===== src/sv/utf8c_pkg.sv =====
// Shared types, constants and a helper function for the UTF-8 encoding classifier.
`default_nettype none

package utf8c_pkg;

  localparam int unsigned ByteW = 8;

  localparam logic [ByteW-1:0] BomByte0   = 8'hEF;
  localparam logic [ByteW-1:0] BomByte1   = 8'hBB;
  localparam logic [ByteW-1:0] BomByte2   = 8'hBF;
  localparam logic [ByteW-1:0] ContMask   = 8'hC0;
  localparam logic [ByteW-1:0] ContMark   = 8'h80;
  localparam logic [ByteW-1:0] Lead2Min   = 8'hC0;
  localparam logic [ByteW-1:0] Lead3Min   = 8'hE0;
  localparam logic [ByteW-1:0] LeadBadMin = 8'hF0;

  localparam logic [1:0] BomDone = 2'd3;

  typedef enum logic [1:0] {
    VERDICT_ASCII   = 2'd0,
    VERDICT_UTF8    = 2'd1,
    VERDICT_BOM     = 2'd2,
    VERDICT_INVALID = 2'd3
  } verdict_t;

  typedef struct packed {
    logic             step;
    logic [ByteW-1:0] byte_value;
    logic             last_byte;
  } beat_t;

  function automatic logic [ByteW-1:0] bom_byte(input logic [1:0] phase);
    logic [ByteW-1:0] b;
    unique case (phase)
      2'd0:    b = BomByte0;
      2'd1:    b = BomByte1;
      default: b = BomByte2;
    endcase
    return b;
  endfunction

endpackage

`default_nettype wire


===== src/sv/utf8_encoding_classifier.sv =====
// Top level: classifies a byte stream as ASCII, UTF-8, UTF-8 with BOM or invalid.
// A verdict passes from the input register through the tracker into the result register and appears on m_tvalid.
// Throughput: one byte per cycle; input and result registers let a new byte
// enter while a verdict waits for m_tready, unless the held byte is final.
// Reset: rst is synchronous and active high; it empties both registers and
// returns the tracker to the start of a buffer.
`default_nettype none

module utf8_encoding_classifier
  import utf8c_pkg::*;
(
  input  wire logic       clk,
  input  wire logic       rst,
  input  wire logic       s_tvalid,
  output logic            s_tready,
  input  wire logic [7:0] s_tdata,   // [7:0] byte_value
  input  wire logic       s_tlast,   // last_byte
  output logic            m_tvalid,
  input  wire logic       m_tready,
  output logic [7:0]      m_tdata    // [1:0] verdict, [7:2] zero
);

  beat_t    beat;
  verdict_t verdict;
  logic     out_ready;
  verdict_t verdict_reg;

  assign out_ready = !m_tvalid || m_tready;

  utf8c_in_stage u_in_stage (
    .clk       (clk),
    .rst       (rst),
    .in_valid  (s_tvalid),
    .in_ready  (s_tready),
    .in_byte   (s_tdata[ByteW-1:0]),
    .in_last   (s_tlast),
    .out_ready (out_ready),
    .beat      (beat)
  );

  utf8c_tracker u_tracker (
    .clk     (clk),
    .rst     (rst),
    .beat    (beat),
    .verdict (verdict)
  );

  always_ff @(posedge clk) begin
    if (rst) begin
      m_tvalid <= 1'b0;
    end else if (out_ready) begin
      m_tvalid <= beat.step && beat.last_byte;
    end
    if (out_ready && beat.step && beat.last_byte) begin
      verdict_reg <= verdict;
    end
  end

  assign m_tdata = {6'd0, verdict_reg};

  a_result_from_last: assert property (@(posedge clk) disable iff (rst)
    (!$past(m_tvalid) && m_tvalid) |-> $past(beat.step && beat.last_byte))
    else $error("result beat without a final byte");

  a_no_overrun: assert property (@(posedge clk) disable iff (rst)
    (beat.step && beat.last_byte) |-> out_ready)
    else $error("final byte retired while the result register is full");

endmodule

`default_nettype wire


===== src/sv/utf8c_in_stage.sv =====
// Input register stage that holds one byte beat until the tracker takes it.
`default_nettype none

module utf8c_in_stage
  import utf8c_pkg::*;
(
  input  wire logic             clk,
  input  wire logic             rst,
  input  wire logic             in_valid,
  output logic                  in_ready,
  input  wire logic [ByteW-1:0] in_byte,
  input  wire logic             in_last,
  input  wire logic             out_ready,
  output beat_t                 beat
);

  logic             held;
  logic [ByteW-1:0] held_byte;
  logic             held_last;
  logic             advance;

  assign advance  = held && (!held_last || out_ready);
  assign in_ready = !held || advance;

  always_ff @(posedge clk) begin
    if (rst) begin
      held <= 1'b0;
    end else if (in_ready) begin
      held <= in_valid;
    end
    if (in_ready && in_valid) begin
      held_byte <= in_byte;
      held_last <= in_last;
    end
  end

  assign beat.step       = advance;
  assign beat.byte_value = held_byte;
  assign beat.last_byte  = held_last;

endmodule

`default_nettype wire


===== src/sv/utf8c_tracker.sv =====
// BOM and sequence state tracking with the verdict for the final byte.
`default_nettype none

module utf8c_tracker
  import utf8c_pkg::*;
(
  input  wire logic  clk,
  input  wire logic  rst,
  input  wire beat_t beat,
  output verdict_t   verdict
);

  logic [1:0] bom_phase, bom_phase_next;
  logic       bom_still_possible, bom_still_possible_next;
  logic [1:0] pending_continuations, pending_continuations_next;
  logic       error_seen, error_seen_next;
  logic       non_ascii_seen, non_ascii_seen_next;
  logic [ByteW-1:0] b;

  assign b = beat.byte_value;

  always_comb begin
    bom_phase_next             = bom_phase;
    bom_still_possible_next    = bom_still_possible;
    pending_continuations_next = pending_continuations;
    error_seen_next            = error_seen;
    non_ascii_seen_next        = non_ascii_seen;

    if (bom_still_possible && bom_phase != BomDone) begin
      if (b == bom_byte(bom_phase)) begin
        bom_phase_next = bom_phase + 2'd1;
      end else begin
        bom_still_possible_next = 1'b0;
      end
    end

    if (!error_seen) begin
      if (pending_continuations != 2'd0) begin
        if ((b & ContMask) == ContMark) begin
          pending_continuations_next = pending_continuations - 2'd1;
        end else begin
          error_seen_next = 1'b1;
        end
      end else if (b < ContMark) begin
        error_seen_next = 1'b0;
      end else if (b < Lead2Min) begin
        error_seen_next = 1'b1;
      end else if (b < Lead3Min) begin
        pending_continuations_next = 2'd1;
        non_ascii_seen_next        = 1'b1;
      end else if (b < LeadBadMin) begin
        pending_continuations_next = 2'd2;
        non_ascii_seen_next        = 1'b1;
      end else begin
        error_seen_next = 1'b1;
      end
    end

    priority if (bom_still_possible_next && bom_phase_next == BomDone) begin
      verdict = VERDICT_BOM;
    end else if (error_seen_next || pending_continuations_next != 2'd0) begin
      verdict = VERDICT_INVALID;
    end else if (non_ascii_seen_next) begin
      verdict = VERDICT_UTF8;
    end else begin
      verdict = VERDICT_ASCII;
    end
  end

  always_ff @(posedge clk) begin
    if (rst || (beat.step && beat.last_byte)) begin
      bom_phase             <= 2'd0;
      bom_still_possible    <= 1'b1;
      pending_continuations <= 2'd0;
      error_seen            <= 1'b0;
      non_ascii_seen        <= 1'b0;
    end else if (beat.step) begin
      bom_phase             <= bom_phase_next;
      bom_still_possible    <= bom_still_possible_next;
      pending_continuations <= pending_continuations_next;
      error_seen            <= error_seen_next;
      non_ascii_seen        <= non_ascii_seen_next;
    end
  end

  a_clear_after_last: assert property (@(posedge clk) disable iff (rst)
    (beat.step && beat.last_byte) |=>
      (bom_phase == 2'd0 && bom_still_possible && pending_continuations == 2'd0
       && !error_seen && !non_ascii_seen))
    else $error("tracker state not cleared after final byte");

  a_pending_range: assert property (@(posedge clk) disable iff (rst)
    pending_continuations != 2'd3)
    else $error("more than two continuations pending");

  a_error_freezes: assert property (@(posedge clk) disable iff (rst)
    (error_seen && !(beat.step && beat.last_byte)) |=>
      (error_seen && pending_continuations == $past(pending_continuations)))
    else $error("sequence state moved after an error");

endmodule

`default_nettype wire

===== config.mk =====
export PLATFORM = sky130hd
export DESIGN_NAME = utf8_encoding_classifier
export DESIGN_NICKNAME = d
export VERILOG_FILES = /design/src/sv/utf8c_pkg.sv /design/src/sv/utf8_encoding_classifier.sv /design/src/sv/utf8c_in_stage.sv /design/src/sv/utf8c_tracker.sv
export SDC_FILE = /design/constraint.sdc
export NUM_CORES = 1
export LEC_CHECK = 0
export BUFFER_PORTS_ARGS = -buffer_cell sky130_fd_sc_hd__buf_2
export CAP_MARGIN = 5
export CORE_ASPECT_RATIO = 0.9
export CORE_MARGIN = 5
export CORE_UTILIZATION = 47
export CTS_BUF_LIST = sky130_fd_sc_hd__clkbuf_8 sky130_fd_sc_hd__clkbuf_16
export DETAILED_ROUTE_END_ITERATION = 10
export GPL_ROUTABILITY_DRIVEN = 1
export GPL_TIMING_DRIVEN = 1
export PLACE_DENSITY = 0.74
export SLEW_MARGIN = 40
export SYNTH_ARGS = -nofsm -noshare
export SYNTH_HDL_FRONTEND = slang
export SYNTH_SLANG_ARGS = --single-unit

===== constraint.sdc =====
create_clock -name clk -period 1.8 [get_ports clk]
set_input_delay 0.36 -clock clk [delete_from_list [all_inputs] [get_ports clk]]
set_output_delay 0.36 -clock clk [all_outputs]
set_load 0.05 [all_outputs]

==> impl_metrics.prom, run 1 <==
# TYPE chip_impl_metric gauge
chip_impl_info{name="status",value="completed"} 1
chip_impl_metric{name="p_leak",unit="uW"} 0.0005410
chip_impl_metric{name="port_buffers",unit=""} 16
chip_impl_metric{name="antenna_violating_nets_post_route",unit=""} 0
chip_impl_metric{name="r2r_slack",unit="ns"} 0.06
chip_impl_metric{name="antenna_fix_cells",unit=""} 0
chip_impl_metric{name="grt_overflow_total",unit=""} 0
chip_impl_metric{name="seq_area_frac_synth",unit=""} 0.4733
chip_impl_metric{name="synth_simple_gate_area_share",unit=""} 0.2146
chip_impl_metric{name="cell_internal_pwr",unit="uW"} 726.8
chip_impl_info{name="largest_register",value="u_in_stage.held_byte"} 1
chip_impl_metric{name="numClockSinks",unit=""} 20
chip_impl_metric{name="gp_congestion",unit=""} 0.7902
chip_impl_info{name="r2r_start",value="u_tracker.pending_continuations[1]"} 1
chip_impl_metric{name="min_path_cells",unit=""} 1
chip_impl_info{name="critPathLaunchType",value="flip-flop"} 1
chip_impl_metric{name="clock_tree.htree_level_count",unit=""} 1
chip_impl_info{name="layout_commonest_cell",value="buf_2"} 1
chip_impl_metric{name="average_routed_wire_per_standard_cell",unit="microns"} 13.74
chip_impl_metric{name="peakVddDrop",unit="mV"} 0.5895
chip_impl_metric{name="fmaxAchievable",unit="MHz"} 575.2
chip_impl_metric{name="yosysTopAreaCellShare",unit=""} 0.3063
chip_impl_metric{name="final.setup_skew",unit="ns"} 0.005044
chip_impl_info{name="min_path_type",value="in -> reg"} 1
chip_impl_metric{name="tritoncts.num_buffers",unit=""} 3
chip_impl_metric{name="critPathMaxFanout",unit=""} 7
chip_impl_info{name="endpoint_kind",value="flip-flop"} 1
chip_impl_metric{name="post_cts_hold_buffer_count",unit=""} 0
chip_impl_metric{name="aggregate_routed_wire_length",unit="mm"} 2.130
chip_impl_info{name="worstSetupPathType",value="reg -> reg"} 1
chip_impl_metric{name="placed_cell_area",unit="sq mm"} 0.001176
chip_impl_metric{name="synth.avg_cell_area",unit="sq um"} 10.27
chip_impl_info{name="cts_tree",value="done"} 1
chip_impl_metric{name="synthCells",unit=""} 105
chip_impl_metric{name="multi_input_comb_area",unit="sq um"} 569.3
chip_impl_metric{name="p_comb_frac",unit=""} 0.178
chip_impl_metric{name="power_density_relative_to_cell_area",unit="mW/mm^2"} 743.7
chip_impl_metric{name="vias_per_cell",unit=""} 5.213
chip_impl_metric{name="post-route-drc-count",unit=""} 0
chip_impl_metric{name="amount_of_wire_on_met2_after_detailed_routing",unit="mm"} 1.123
chip_impl_metric{name="grt_first_pass_wirelength",unit="mm"} 3.215
chip_impl_info{name="topRoutingLayerUsed",value="met4"} 1
chip_impl_metric{name="detailroute.via_count",unit=""} 808
chip_impl_metric{name="critical_path_arrival",unit="ns"} 1.74
chip_impl_metric{name="fin_total_pwr",unit="uW"} 986.3
chip_impl_info{name="synth_area_leaders",value="edfxtp_1 31%, dfxtp_1 17%, ha_1 5.8%"} 1
chip_impl_metric{name="final_min_period_over_clock_period",unit=""} 0.9659
chip_impl_metric{name="grt_start_max_net_pins",unit=""} 12
chip_impl_info{name="yosys_most_used_dff",value="edfxtp_1"} 1
chip_impl_metric{name="sequential_cell_area",unit="sq um"} 515.5
chip_impl_metric{name="finalSetupViolations",unit=""} 0
chip_impl_metric{name="ctsLongestPathBuffers",unit=""} 2
chip_impl_info{name="layout_common_cells",value="16 x buf_2, 11 x edfxtp_1, 10 x nor2_1, 7 x buf_4"} 1
chip_impl_metric{name="synthMuxAreaShare",unit=""} 0.01856
chip_impl_metric{name="grt_use_total",unit=""} 0.1252
chip_impl_metric{name="final.min_clock_period",unit="ns"} 1.739
chip_impl_metric{name="switching_power",unit="uW"} 259.6
chip_impl_metric{name="grt_pass1_vias",unit=""} 761
chip_impl_metric{name="cts.clk_slew.worst_paths",unit="ns"} 0.07
chip_impl_metric{name="clk_latency",unit="ns"} 0.25
chip_impl_metric{name="timing.reg2reg.worst_path_depth",unit=""} 7
chip_impl_metric{name="fp.dieH",unit="microns"} 55.45
chip_impl_metric{name="timing_hold_violations_final",unit=""} 0
chip_impl_metric{name="syn_area",unit="sq mm"} 0.001079
chip_impl_metric{name="p_seq_frac",unit=""} 0.530
chip_impl_metric{name="drv_slew",unit=""} 0
chip_impl_info{name="rr_endpoint",value="verdict_reg[1]"} 1
chip_impl_info{name="cts-root-buf",value="clkbuf_8"} 1
chip_impl_info{name="holdCritStartpoint",value="s_tdata[5]"} 1
chip_impl_metric{name="routed-wl-met3",unit="microns"} 142
chip_impl_metric{name="largest_register_ffs",unit=""} 8
chip_impl_metric{name="grt_antenna_before_repair",unit=""} 0
chip_impl_metric{name="power.switching_fraction",unit=""} 0.2632
chip_impl_metric{name="number_of_synthesized_flops_with_an_enable_pin",unit=""} 11
chip_impl_info{name="min_delay_worst_endpoint",value="u_in_stage.held_byte[5]"} 1
chip_impl_metric{name="place_hpwl",unit="mm"} 1.575
chip_impl_metric{name="ys_types",unit=""} 38
chip_impl_metric{name="start_util",unit=""} 0.4943
chip_impl_metric{name="drt-initial-drc-count",unit=""} 38
chip_impl_metric{name="dieWidth",unit="microns"} 60.50
chip_impl_metric{name="p_clk_frac",unit=""} 0.292
chip_impl_metric{name="filler_cell_count",unit=""} 195
chip_impl_metric{name="die_area",unit="sq mm"} 0.003354
chip_impl_info{name="synth_top_family_by_area",value="simple AND/OR/NAND/NOR gates"} 1
chip_impl_metric{name="stdcell_area",unit="sq mm"} 0.001326
chip_impl_metric{name="transition_time_at_the_pin_with_the_least_slew_margin",unit="ns"} 0.5206
chip_impl_metric{name="synth.yosys.warnings",unit=""} 0
chip_impl_metric{name="yosys.area_share.xor_xnor",unit=""} 0.03248
chip_impl_metric{name="post_route_cells_drive_above_1_share",unit=""} 0.3594
chip_impl_info{name="post-synth-top-area-cell",value="edfxtp_1"} 1
chip_impl_metric{name="std_cell_rows",unit=""} 16
chip_impl_metric{name="routed_metal_1_wirelength",unit="microns"} 823
chip_impl_metric{name="boundaryPins",unit=""} 23
chip_impl_metric{name="synth-seq-cells",unit=""} 20
chip_impl_metric{name="synth-compound-area-share",unit=""} 0.1114
chip_impl_metric{name="design.core.area",unit="sq mm"} 0.002182
chip_impl_metric{name="async_reset_ff_frac",unit=""} 0
chip_impl_metric{name="drt_pass1_iterations",unit=""} 4
chip_impl_metric{name="slew_headroom",unit=""} 0.6519
chip_impl_metric{name="cap_violations",unit=""} 0
chip_impl_metric{name="area.growth.synth_to_final",unit="%"} 22.97
chip_impl_metric{name="finish.utilization",unit=""} 0.6078
chip_impl_metric{name="post_synth_fa_ha_maj_area_fraction",unit=""} 0.05800
chip_impl_metric{name="worstPathRequired",unit="ns"} 1.80
chip_impl_metric{name="layout.nets",unit=""} 147
stage by stage:
step | setup TNS [ns] | setup slack (ns) | std cells | hold WS, ns
after floorplan | 0 | 0.01848 | 110 | 0.4291
after global placement | -0.0005789 | -0.0005789 | 148 | 0.4526
after detailed placement | -0.1324 | -0.07240 | 148 | 0.4660
after CTS | -0.01314 | -0.01314 | 152 | 0.2767
after global routing | -0.006932 | -0.006932 | 155 | 0.2659
final | 0 | 0.06137 | 155 | 0.2807
kinds of logic after synthesis:
family                   Yosys count
adder cells (fa/ha/maj)            5
buffers and inverters             17
multiplexers                       2
flip-flops                        20
AO/OA/AOI/OAI                     18
other                              1
XOR/XNOR                           4
AND/OR/NAND/NOR                   38
power groups by stage:
stage	registers [uW]	clock network, uW	logic [uW]
finish	523	288	175
global route	526	316	188
CTS	524	296	151
detailed placement	534	0	147
global placement	533	0	142
floorplan	538	0	118
layout make-up:
class,instances,share of cell area
clock buffer,3,0.03113
clock inverter,1,0.002830
inverter,8,0.02264
multi-input combinational,73,0.4292
sequential,20,0.3887
tap,27,0.02547
timing repair buffer,23,0.1000
repair_timing:
action	4_1_cts	5_1_grt
endpoints found under the setup margin	3	3
buffers inserted	0	3
gates resized for setup	5	15
pin swaps	3	7
Yosys cell counts, types with 2 or more instances:
| cell type | count |
|---|---|
| a21o_1 | 2 |
| a21oi_1 | 6 |
| and3_1 | 2 |
| buf_4 | 6 |
| dfxtp_1 | 9 |
| edfxtp_1 | 11 |
| ha_1 | 5 |
| inv_1 | 8 |
| mux2i_1 | 2 |
| nand2_1 | 6 |
| nand3_1 | 4 |
| nand3b_1 | 2 |
| nor2_1 | 10 |
| nor2b_1 | 5 |
| nor3_1 | 2 |
| xnor2_1 | 2 |
| xor2_1 | 2 |
worst max-delay path by stage:
stage,slack (ns),to,cells past startpoint,start
CTS,-0.01,verdict_reg[1],7,u_tracker.pending_continuations[0]
floorplan,0.02,verdict_reg[0],8,u_tracker.pending_continuations[0]
global placement,-0.0006,verdict_reg[1],6,u_tracker.pending_continuations[1]
finish,0.06,verdict_reg[1],7,u_tracker.pending_continuations[1]
global route,-0.007,verdict_reg[1],7,u_tracker.pending_continuations[1]
detailed placement,-0.07,verdict_reg[1],7,u_tracker.pending_continuations[0]
per-layer routing:
metal | vias to the layer above | GRT usage
met5 | - | 0
met4 | 0 | 0.03715
met3 | 4 | 0.04196
met2 | 27 | 0.2191
met1 | 375 | 0.1402
li1 | 402 | -
worst max-delay path, cell delays in order (launching register included):
cell and delay, ns:
dfxtp_2 0.35, inv_2 0.05, ha_4 0.17, nor2b_1 0.14
o21ai_2 0.19, o311ai_4 0.14, nor4b_4 0.32, nand2_1 0.11
Power figures use the tool's default switching activity.
==> run 2: changes to the inputs <==
- ABC_AREA: not set -> 1
- CORE_UTILIZATION: 47 -> 48
- PLACE_DENSITY: 0.74 -> 0.75
==> impl_metrics.prom, run 2 <==
# TYPE chip_impl_metric gauge
chip_impl_info{name="min_path_type",value="in -> reg"} 1
chip_impl_metric{name="seq_area_frac_synth",unit=""} 0.4564
chip_impl_metric{name="numClockSinks",unit=""} 20
chip_impl_metric{name="syn_area",unit="sq mm"} 0.001119
chip_impl_metric{name="peakVddDrop",unit="mV"} 0.6084
chip_impl_metric{name="synth-seq-cells",unit=""} 20
chip_impl_metric{name="number_of_synthesized_flops_with_an_enable_pin",unit=""} 11
chip_impl_metric{name="tritoncts.num_buffers",unit=""} 3
chip_impl_metric{name="ys_types",unit=""} 24
chip_impl_info{name="endpoint_kind",value="flip-flop"} 1
chip_impl_info{name="post-synth-top-area-cell",value="edfxtp_1"} 1
chip_impl_metric{name="timing.reg2reg.worst_path_depth",unit=""} 10
chip_impl_info{name="rsz_0062_raised_after_global_routing",value="no"} 1
chip_impl_metric{name="design.core.area",unit="sq mm"} 0.002202
chip_impl_metric{name="worstPathRequired",unit="ns"} 1.82
chip_impl_metric{name="boundaryPins",unit=""} 23
chip_impl_metric{name="yosysTopAreaCellShare",unit=""} 0.2953
chip_impl_info{name="layout_commonest_cell",value="nand2_1"} 1
chip_impl_info{name="crit_start",value="u_tracker.bom_phase[0]"} 1
chip_impl_metric{name="dpl.cell_count",unit=""} 181
chip_impl_info{name="synth_area_leaders",value="edfxtp_1 30%, dfxtp_1 16%, nand2_1 11%"} 1
chip_impl_metric{name="final_min_period_over_clock_period",unit=""} 0.9397
chip_impl_metric{name="gp_congestion",unit=""} 0.8640
chip_impl_info{name="worstSetupPathType",value="reg -> reg"} 1
chip_impl_metric{name="grt_start_max_net_pins",unit=""} 12
chip_impl_metric{name="fp.dieH",unit="microns"} 55.80
chip_impl_info{name="largest_register",value="u_in_stage.held_byte"} 1
chip_impl_info{name="rr_endpoint",value="verdict_reg[0]"} 1
chip_impl_metric{name="port_buffers",unit=""} 16
chip_impl_metric{name="vias_per_cell",unit=""} 4.881
chip_impl_info{name="cts-root-buf",value="clkbuf_8"} 1
chip_impl_metric{name="clock_tree.htree_level_count",unit=""} 1
chip_impl_metric{name="ctsLongestPathBuffers",unit=""} 2
chip_impl_metric{name="synth.avg_cell_area",unit="sq um"} 8.047
chip_impl_metric{name="cts.clk_slew.worst_paths",unit="ns"} 0.07
chip_impl_metric{name="grt_first_pass_wirelength",unit="mm"} 3.415
chip_impl_metric{name="detailroute.via_count",unit=""} 903
chip_impl_metric{name="layout.nets",unit=""} 177
chip_impl_metric{name="drv_slew",unit=""} 0
chip_impl_metric{name="synthCells",unit=""} 139
chip_impl_info{name="yosys-top-cells-count",value="34 x nand2_1, 23 x inv_1, 11 x edfxtp_1, 9 x dfxtp_1, 9 x nor2_1"} 1
chip_impl_metric{name="antenna_violating_nets_post_route",unit=""} 0
chip_impl_info{name="critPathLaunchType",value="flip-flop"} 1
chip_impl_metric{name="timing_hold_violations_final",unit=""} 0
chip_impl_metric{name="synth.yosys.warnings",unit=""} 0
chip_impl_metric{name="final.min_clock_period",unit="ns"} 1.691
chip_impl_metric{name="fmaxAchievable",unit="MHz"} 591.2
chip_impl_info{name="layout_common_cells",value="34 x nand2_1, 23 x inv_1, 16 x buf_2, 11 x edfxtp_1, 8 x dfxtp_1"} 1
chip_impl_metric{name="critPathMaxFanout",unit=""} 4
chip_impl_metric{name="std_cell_rows",unit=""} 16
chip_impl_metric{name="fin_total_pwr",unit="uW"} 1024
chip_impl_metric{name="r2r_slack",unit="ns"} 0.11
chip_impl_metric{name="finalNonFillerCells",unit=""} 185
chip_impl_info{name="yosys_most_used_dff",value="edfxtp_1"} 1
chip_impl_metric{name="clk_latency",unit="ns"} 0.26
chip_impl_metric{name="final.setup_skew",unit="ns"} 0.005369
chip_impl_info{name="cts_tree",value="done"} 1
chip_impl_metric{name="async_reset_ff_frac",unit=""} 0
chip_impl_info{name="status",value="completed"} 1
chip_impl_metric{name="drt-initial-drc-count",unit=""} 20
chip_impl_metric{name="largest_register_ffs",unit=""} 8
chip_impl_info{name="holdCritStartpoint",value="s_tdata[4]"} 1
chip_impl_metric{name="grt_use_total",unit=""} 0.1335
chip_impl_metric{name="p_leak",unit="uW"} 0.0006264
chip_impl_metric{name="grt_pass1_vias",unit=""} 822
chip_impl_metric{name="grt_antenna_before_repair",unit=""} 0
chip_impl_metric{name="setup-tns-final",unit="ns"} 0
chip_impl_metric{name="average_routed_wire_per_standard_cell",unit="microns"} 10.35
chip_impl_metric{name="drt_pass1_iterations",unit=""} 4
chip_impl_metric{name="cap_violations",unit=""} 0
chip_impl_metric{name="post_route_cells_drive_above_1_share",unit=""} 0.2595
chip_impl_metric{name="power_density_relative_to_cell_area",unit="mW/mm^2"} 804.5
chip_impl_metric{name="critical_path_arrival",unit="ns"} 1.71
chip_impl_metric{name="grt_overflow_total",unit=""} 0
chip_impl_info{name="r2r_start",value="u_tracker.bom_phase[0]"} 1
chip_impl_metric{name="post-route-drc-count",unit=""} 0
chip_impl_info{name="synthMostInstantiatedCell",value="nand2_1"} 1
chip_impl_metric{name="antenna_fix_cells",unit=""} 0
chip_impl_metric{name="aggregate_routed_wire_length",unit="mm"} 1.915
chip_impl_metric{name="finalSetupViolations",unit=""} 0
chip_impl_metric{name="min_path_cells",unit=""} 1
chip_impl_metric{name="area.growth.synth_to_final",unit="%"} 13.76
chip_impl_metric{name="start_util",unit=""} 0.5080
chip_impl_info{name="min_delay_worst_endpoint",value="u_in_stage.held_byte[4]"} 1
chip_impl_metric{name="place_hpwl",unit="mm"} 1.537
chip_impl_metric{name="dieWidth",unit="microns"} 60.89
chip_impl_metric{name="die_area",unit="sq mm"} 0.003397
run 2: cell count changes after synthesis, sizes merged, moves of 4 or more:
| cell | previous run | this run |
|---|---|---|
| nor2b | 5 | 0 |
| nor2 | 10 | 14 |
| nand4 | 0 | 5 |
| nand2 | 6 | 37 |
| inv | 8 | 26 |
| o21ai | 2 | 6 |
run 2: area by class of cell:
class	count	area, sq um
Clock buffer	3	41.29
Clock inverter	1	3.754
Fill cell	203	929.6
Inverter	27	102.6
Multi-Input combinational cell	91	499.2
Sequential cell	20	511.7
Tap cell	27	33.78
Timing Repair Buffer	16	80.08
run 2: timing repair:
item | 4_1_cts | 5_1_grt
resized for setup | 1 | 6
pin swaps | 0 | 1
buffers inserted | 0 | 0
hold buffers | 0 | 0
setup endpoints to repair | 1 | 1
run 2: worst max path at each step:
stage | to | cells past startpoint
3_5_place_dp | verdict_reg[0] | 10
5_1_grt | verdict_reg[0] | 10
6_report | verdict_reg[0] | 10
2_1_floorplan | u_in_stage.held_byte[0] | 5
4_1_cts | verdict_reg[0] | 10
3_3_place_gp | verdict_reg[0] | 10
run 2: per-stage QoR:
| step | utilization | hold slack (ns) | worst slack [ns] | cell area [sq um] |
|---|---|---|---|---|
| finish | 0.5778 | 0.2676 | 0.1086 | 1272 |
| detailed placement | 0.5500 | 0.4843 | 0.001848 | 1211 |
| global placement | 0.5500 | 0.4507 | 0.03654 | 1211 |
| global route | 0.5778 | 0.2557 | 0.005510 | 1272 |
| floorplan | - | 0.4291 | 0.09539 | 1142 |
| CTS | 0.5716 | 0.2607 | 0.05817 | 1259 |
run 2: kinds of logic after synthesis:
family                     Yosys count  synth area share
other                                1          0.003352
DFF                                 20            0.4564
AOI/OAI and AO/OA                   15           0.07831
buffers and inverters               33            0.1320
and+or+nand+nor                     65            0.2740
adders and majority gates            5           0.05593
run 2: metal layers:
layer / global-route usage / routed length (microns)
met1: 0.1617 / 846
met2: 0.2061 / 891
met3: 0.03944 / 130
met4: 0.07430 / 46
met5: 0 / 0
run 2: critical path, stage by stage (launching register included):
cell      delay [ns]
dfxtp_2         0.36
inv_1           0.10
ha_1            0.22
nand2_1         0.06
nand2_1         0.09
nor2_4          0.15
nand4_1         0.13
nand2_2         0.12
clkinv_2        0.07
nor2_2          0.12
nor2_2          0.04
run 2: report_power, final:
part / switching, uW / total [uW] / internal [uW]
sequential: 15.1 / 527 / 512
clock: 145 / 297 / 152
combinational: 135 / 200 / 64.5
==> run 3: changes to the inputs <==
- SYNTH_HIERARCHICAL: not set -> 1
==> impl_metrics.prom, run 3 <==
# TYPE chip_impl_metric gauge
chip_impl_metric{name="tritoncts.num_buffers",unit=""} 3
chip_impl_metric{name="synth-seq-cells",unit=""} 20
chip_impl_info{name="cts-root-buf",value="clkbuf_8"} 1
chip_impl_metric{name="start_util",unit=""} 0.5057
chip_impl_metric{name="cap_violations",unit=""} 0
chip_impl_metric{name="worstPathRequired",unit="ns"} 1.82
chip_impl_metric{name="boundaryPins",unit=""} 23
chip_impl_metric{name="postCtsSetupBuffers",unit=""} 0
chip_impl_metric{name="finalSetupViolations",unit=""} 0
chip_impl_metric{name="cts_resized",unit=""} 0
chip_impl_info{name="rr_endpoint",value="verdict_reg[1]"} 1
chip_impl_info{name="worstSetupPathType",value="reg -> reg"} 1
chip_impl_metric{name="number_of_synthesized_flops_with_an_enable_pin",unit=""} 11
chip_impl_metric{name="place_hpwl",unit="mm"} 1.513
chip_impl_info{name="yosys-top-cells-count",value="25 x nand2_1, 20 x inv_1, 11 x edfxtp_1, 9 x dfxtp_1, 9 x nand3_1"} 1
chip_impl_metric{name="stdcell_area",unit="sq mm"} 0.001257
chip_impl_info{name="r2r_start",value="u_tracker/bom_phase[1]"} 1
chip_impl_metric{name="vias_per_cell",unit=""} 4.897
chip_impl_metric{name="placed_cell_area",unit="sq mm"} 0.001201
chip_impl_metric{name="dieWidth",unit="microns"} 60.77
chip_impl_metric{name="critPathMaxFanout",unit=""} 4
chip_impl_metric{name="timing.reg2reg.worst_path_depth",unit=""} 10
chip_impl_info{name="endpoint_kind",value="flip-flop"} 1
chip_impl_metric{name="yosysTopAreaCellShare",unit=""} 0.2966
chip_impl_metric{name="port_buffers",unit=""} 16
chip_impl_metric{name="filler_cell_count",unit=""} 207
chip_impl_metric{name="fmaxAchievable",unit="MHz"} 615.2
chip_impl_metric{name="grt_overflow_total",unit=""} 0
chip_impl_metric{name="layout.nets",unit=""} 167
chip_impl_metric{name="grt_start_max_net_pins",unit=""} 12
chip_impl_info{name="min_path_type",value="in -> reg"} 1
chip_impl_info{name="largest_register",value="u_in_stage/held_byte"} 1
chip_impl_metric{name="drv_slew",unit=""} 0
chip_impl_info{name="critPathLaunchType",value="flip-flop"} 1
chip_impl_metric{name="synth.yosys.warnings",unit=""} 6
chip_impl_metric{name="ctsLongestPathBuffers",unit=""} 2
chip_impl_info{name="crit_start",value="u_tracker/bom_phase[1]"} 1
chip_impl_metric{name="async_reset_ff_frac",unit=""} 0
chip_impl_metric{name="power_density_relative_to_cell_area",unit="mW/mm^2"} 839.9
chip_impl_metric{name="multi_input_comb_area",unit="sq um"} 479.2
chip_impl_metric{name="grt_first_pass_wirelength",unit="mm"} 3.249
chip_impl_metric{name="final.setup_skew",unit="ns"} 0.002479
chip_impl_metric{name="std_cell_rows",unit=""} 16
chip_impl_metric{name="post_route_cells_drive_above_1_share",unit=""} 0.2635
chip_impl_metric{name="seq_area_frac_synth",unit=""} 0.4584
chip_impl_metric{name="grt_use_total",unit=""} 0.1261
chip_impl_metric{name="die_area",unit="sq mm"} 0.003385
chip_impl_info{name="yosys_most_used_dff",value="edfxtp_1"} 1
chip_impl_metric{name="grt_antenna_before_repair",unit=""} 0
chip_impl_metric{name="pre_cts_slack",unit="ns"} 0.1532
chip_impl_metric{name="synth.avg_cell_area",unit="sq um"} 8.632
chip_impl_metric{name="critical_path_arrival",unit="ns"} 1.64
chip_impl_metric{name="syn_area",unit="sq mm"} 0.001114
chip_impl_info{name="layout_commonest_cell",value="nand2_1"} 1
chip_impl_info{name="synthMostInstantiatedCell",value="nand2_1"} 1
chip_impl_metric{name="antenna_violating_nets_post_route",unit=""} 0
chip_impl_info{name="cts_tree",value="done"} 1
chip_impl_metric{name="setup-tns-final",unit="ns"} 0
chip_impl_metric{name="r2r_slack",unit="ns"} 0.17
chip_impl_metric{name="numClockSinks",unit=""} 20
chip_impl_metric{name="synthCells",unit=""} 129
chip_impl_metric{name="clock_tree.htree_level_count",unit=""} 1
chip_impl_info{name="post-synth-top-area-cell",value="edfxtp_1"} 1
chip_impl_metric{name="final.min_clock_period",unit="ns"} 1.625
chip_impl_metric{name="clk_latency",unit="ns"} 0.26
chip_impl_metric{name="antenna_fix_cells",unit=""} 0
chip_impl_info{name="synth_area_leaders",value="edfxtp_1 30%, dfxtp_1 16%, nand2_1 8.4%"} 1
chip_impl_metric{name="p_leak",unit="uW"} 0.0006082
chip_impl_metric{name="post_cts_hold_buffer_count",unit=""} 0
chip_impl_metric{name="post-route-drc-count",unit=""} 0
chip_impl_metric{name="drt_pass1_iterations",unit=""} 4
chip_impl_metric{name="ys_types",unit=""} 26
chip_impl_metric{name="peakVddDrop",unit="mV"} 0.5406
chip_impl_metric{name="average_routed_wire_per_standard_cell",unit="microns"} 10.85
chip_impl_metric{name="finish.utilization",unit=""} 0.5710
chip_impl_metric{name="design.core.area",unit="sq mm"} 0.002202
chip_impl_info{name="status",value="completed"} 1
chip_impl_metric{name="detailroute.via_count",unit=""} 857
chip_impl_metric{name="timing_hold_violations_final",unit=""} 0
chip_impl_metric{name="sequential_cell_area",unit="sq um"} 511.7
chip_impl_info{name="rsz_0062_raised_after_global_routing",value="no"} 1
chip_impl_info{name="layout_common_cells",value="25 x nand2_1, 20 x inv_1, 16 x buf_2, 11 x edfxtp_1, 9 x nand3_1"} 1
chip_impl_info{name="timing_endpoint_of_the_critical_path",value="verdict_reg[1]"} 1
chip_impl_metric{name="cts.clk_slew.worst_paths",unit="ns"} 0.07
chip_impl_metric{name="final_min_period_over_clock_period",unit=""} 0.9031
chip_impl_metric{name="fin_ws",unit="ns"} 0.1745
chip_impl_metric{name="largest_register_ffs",unit=""} 8
chip_impl_metric{name="drt-initial-drc-count",unit=""} 34
chip_impl_metric{name="fp.dieH",unit="microns"} 55.70
chip_impl_metric{name="grt_pass1_vias",unit=""} 778
chip_impl_metric{name="aggregate_routed_wire_length",unit="mm"} 1.899
chip_impl_metric{name="gp_congestion",unit=""} 0.9132
chip_impl_metric{name="area.growth.synth_to_final",unit="%"} 12.92
[run 3: cell types whose count changed after synthesis, sizes merged, moves of 2 or more]
cell,change
nand4,-2
nand2,-6
nand3,+5
buf,+2
a21oi,+3
inv,-5
nor2,-7
[run 3: worst min path at each step]
stage                          from                 endpoint  slack, ns  cells after the start
6_report                 s_tdata[0]  u_in_stage/held_byte[0]       0.27                      1
4_1_cts                  s_tdata[0]  u_in_stage/held_byte[0]       0.26                      1
5_1_grt                  s_tdata[6]  u_in_stage/held_byte[6]       0.26                      1
3_3_place_gp   u_tracker/error_seen     u_tracker/error_seen       0.46                      1
3_5_place_dp   u_tracker/error_seen     u_tracker/error_seen       0.47                      1
2_1_floorplan                   rst                 m_tvalid       0.42                      1
[run 3: cells by family (layout without fill, tap and decap cells)]
family	after synthesis	in the layout	share of synthesized area
DFF	20	20	0.4584
AOI/OAI and AO/OA	18	18	0.09775
adders and majority gates	5	5	0.05618
buffers and inverters	30	44	0.1281
and+or+nand+nor	55	55	0.2562
other	1	6	0.003368
[run 3: where the power goes]
part	internal [uW]	switching (uW)
logic	59.8	127
clock network	195	146
registers	511	17.0
total	765	291
[run 3: routing by layer]
layer / wire (microns) / vias to the layer above / global-route usage
li1: - / 445 / -
met1: 826 / 371 / 0.1729
met2: 865 / 37 / 0.1802
met3: 186 / 4 / 0.03016
met4: 21 / 0 / 0.06502
met5: 0 / - / 0
[run 3: final cells by class]
type | instances | area share
clock buffers | 4 | 0.04378
inverters | 22 | 0.06567
multi-input cells | 84 | 0.3811
flip-flops and latches | 20 | 0.4070
well taps | 27 | 0.02687
repair buffers | 18 | 0.07562
[run 3: metrics by stage]
step	total power (uW)	hold WS, ns	cells
after floorplan	691.3	0.4224	134
after global placement	718.5	0.4648	171
after detailed placement	723.5	0.4750	171
after CTS	1067	0.2642	175
after global routing	1110	0.2582	175
final	1056	0.2710	175
[run 3: worst max-delay path, cell delays in order (launching register included)]
cell     delay (ns)
dfxtp_1        0.36
inv_1          0.10
ha_1           0.21
nand2_1        0.06
o21ai_0        0.09
nor2_2         0.16
nand3_2        0.12
nand2_1        0.09
nand2_2        0.06
nand3_2        0.07
nand2_1        0.06
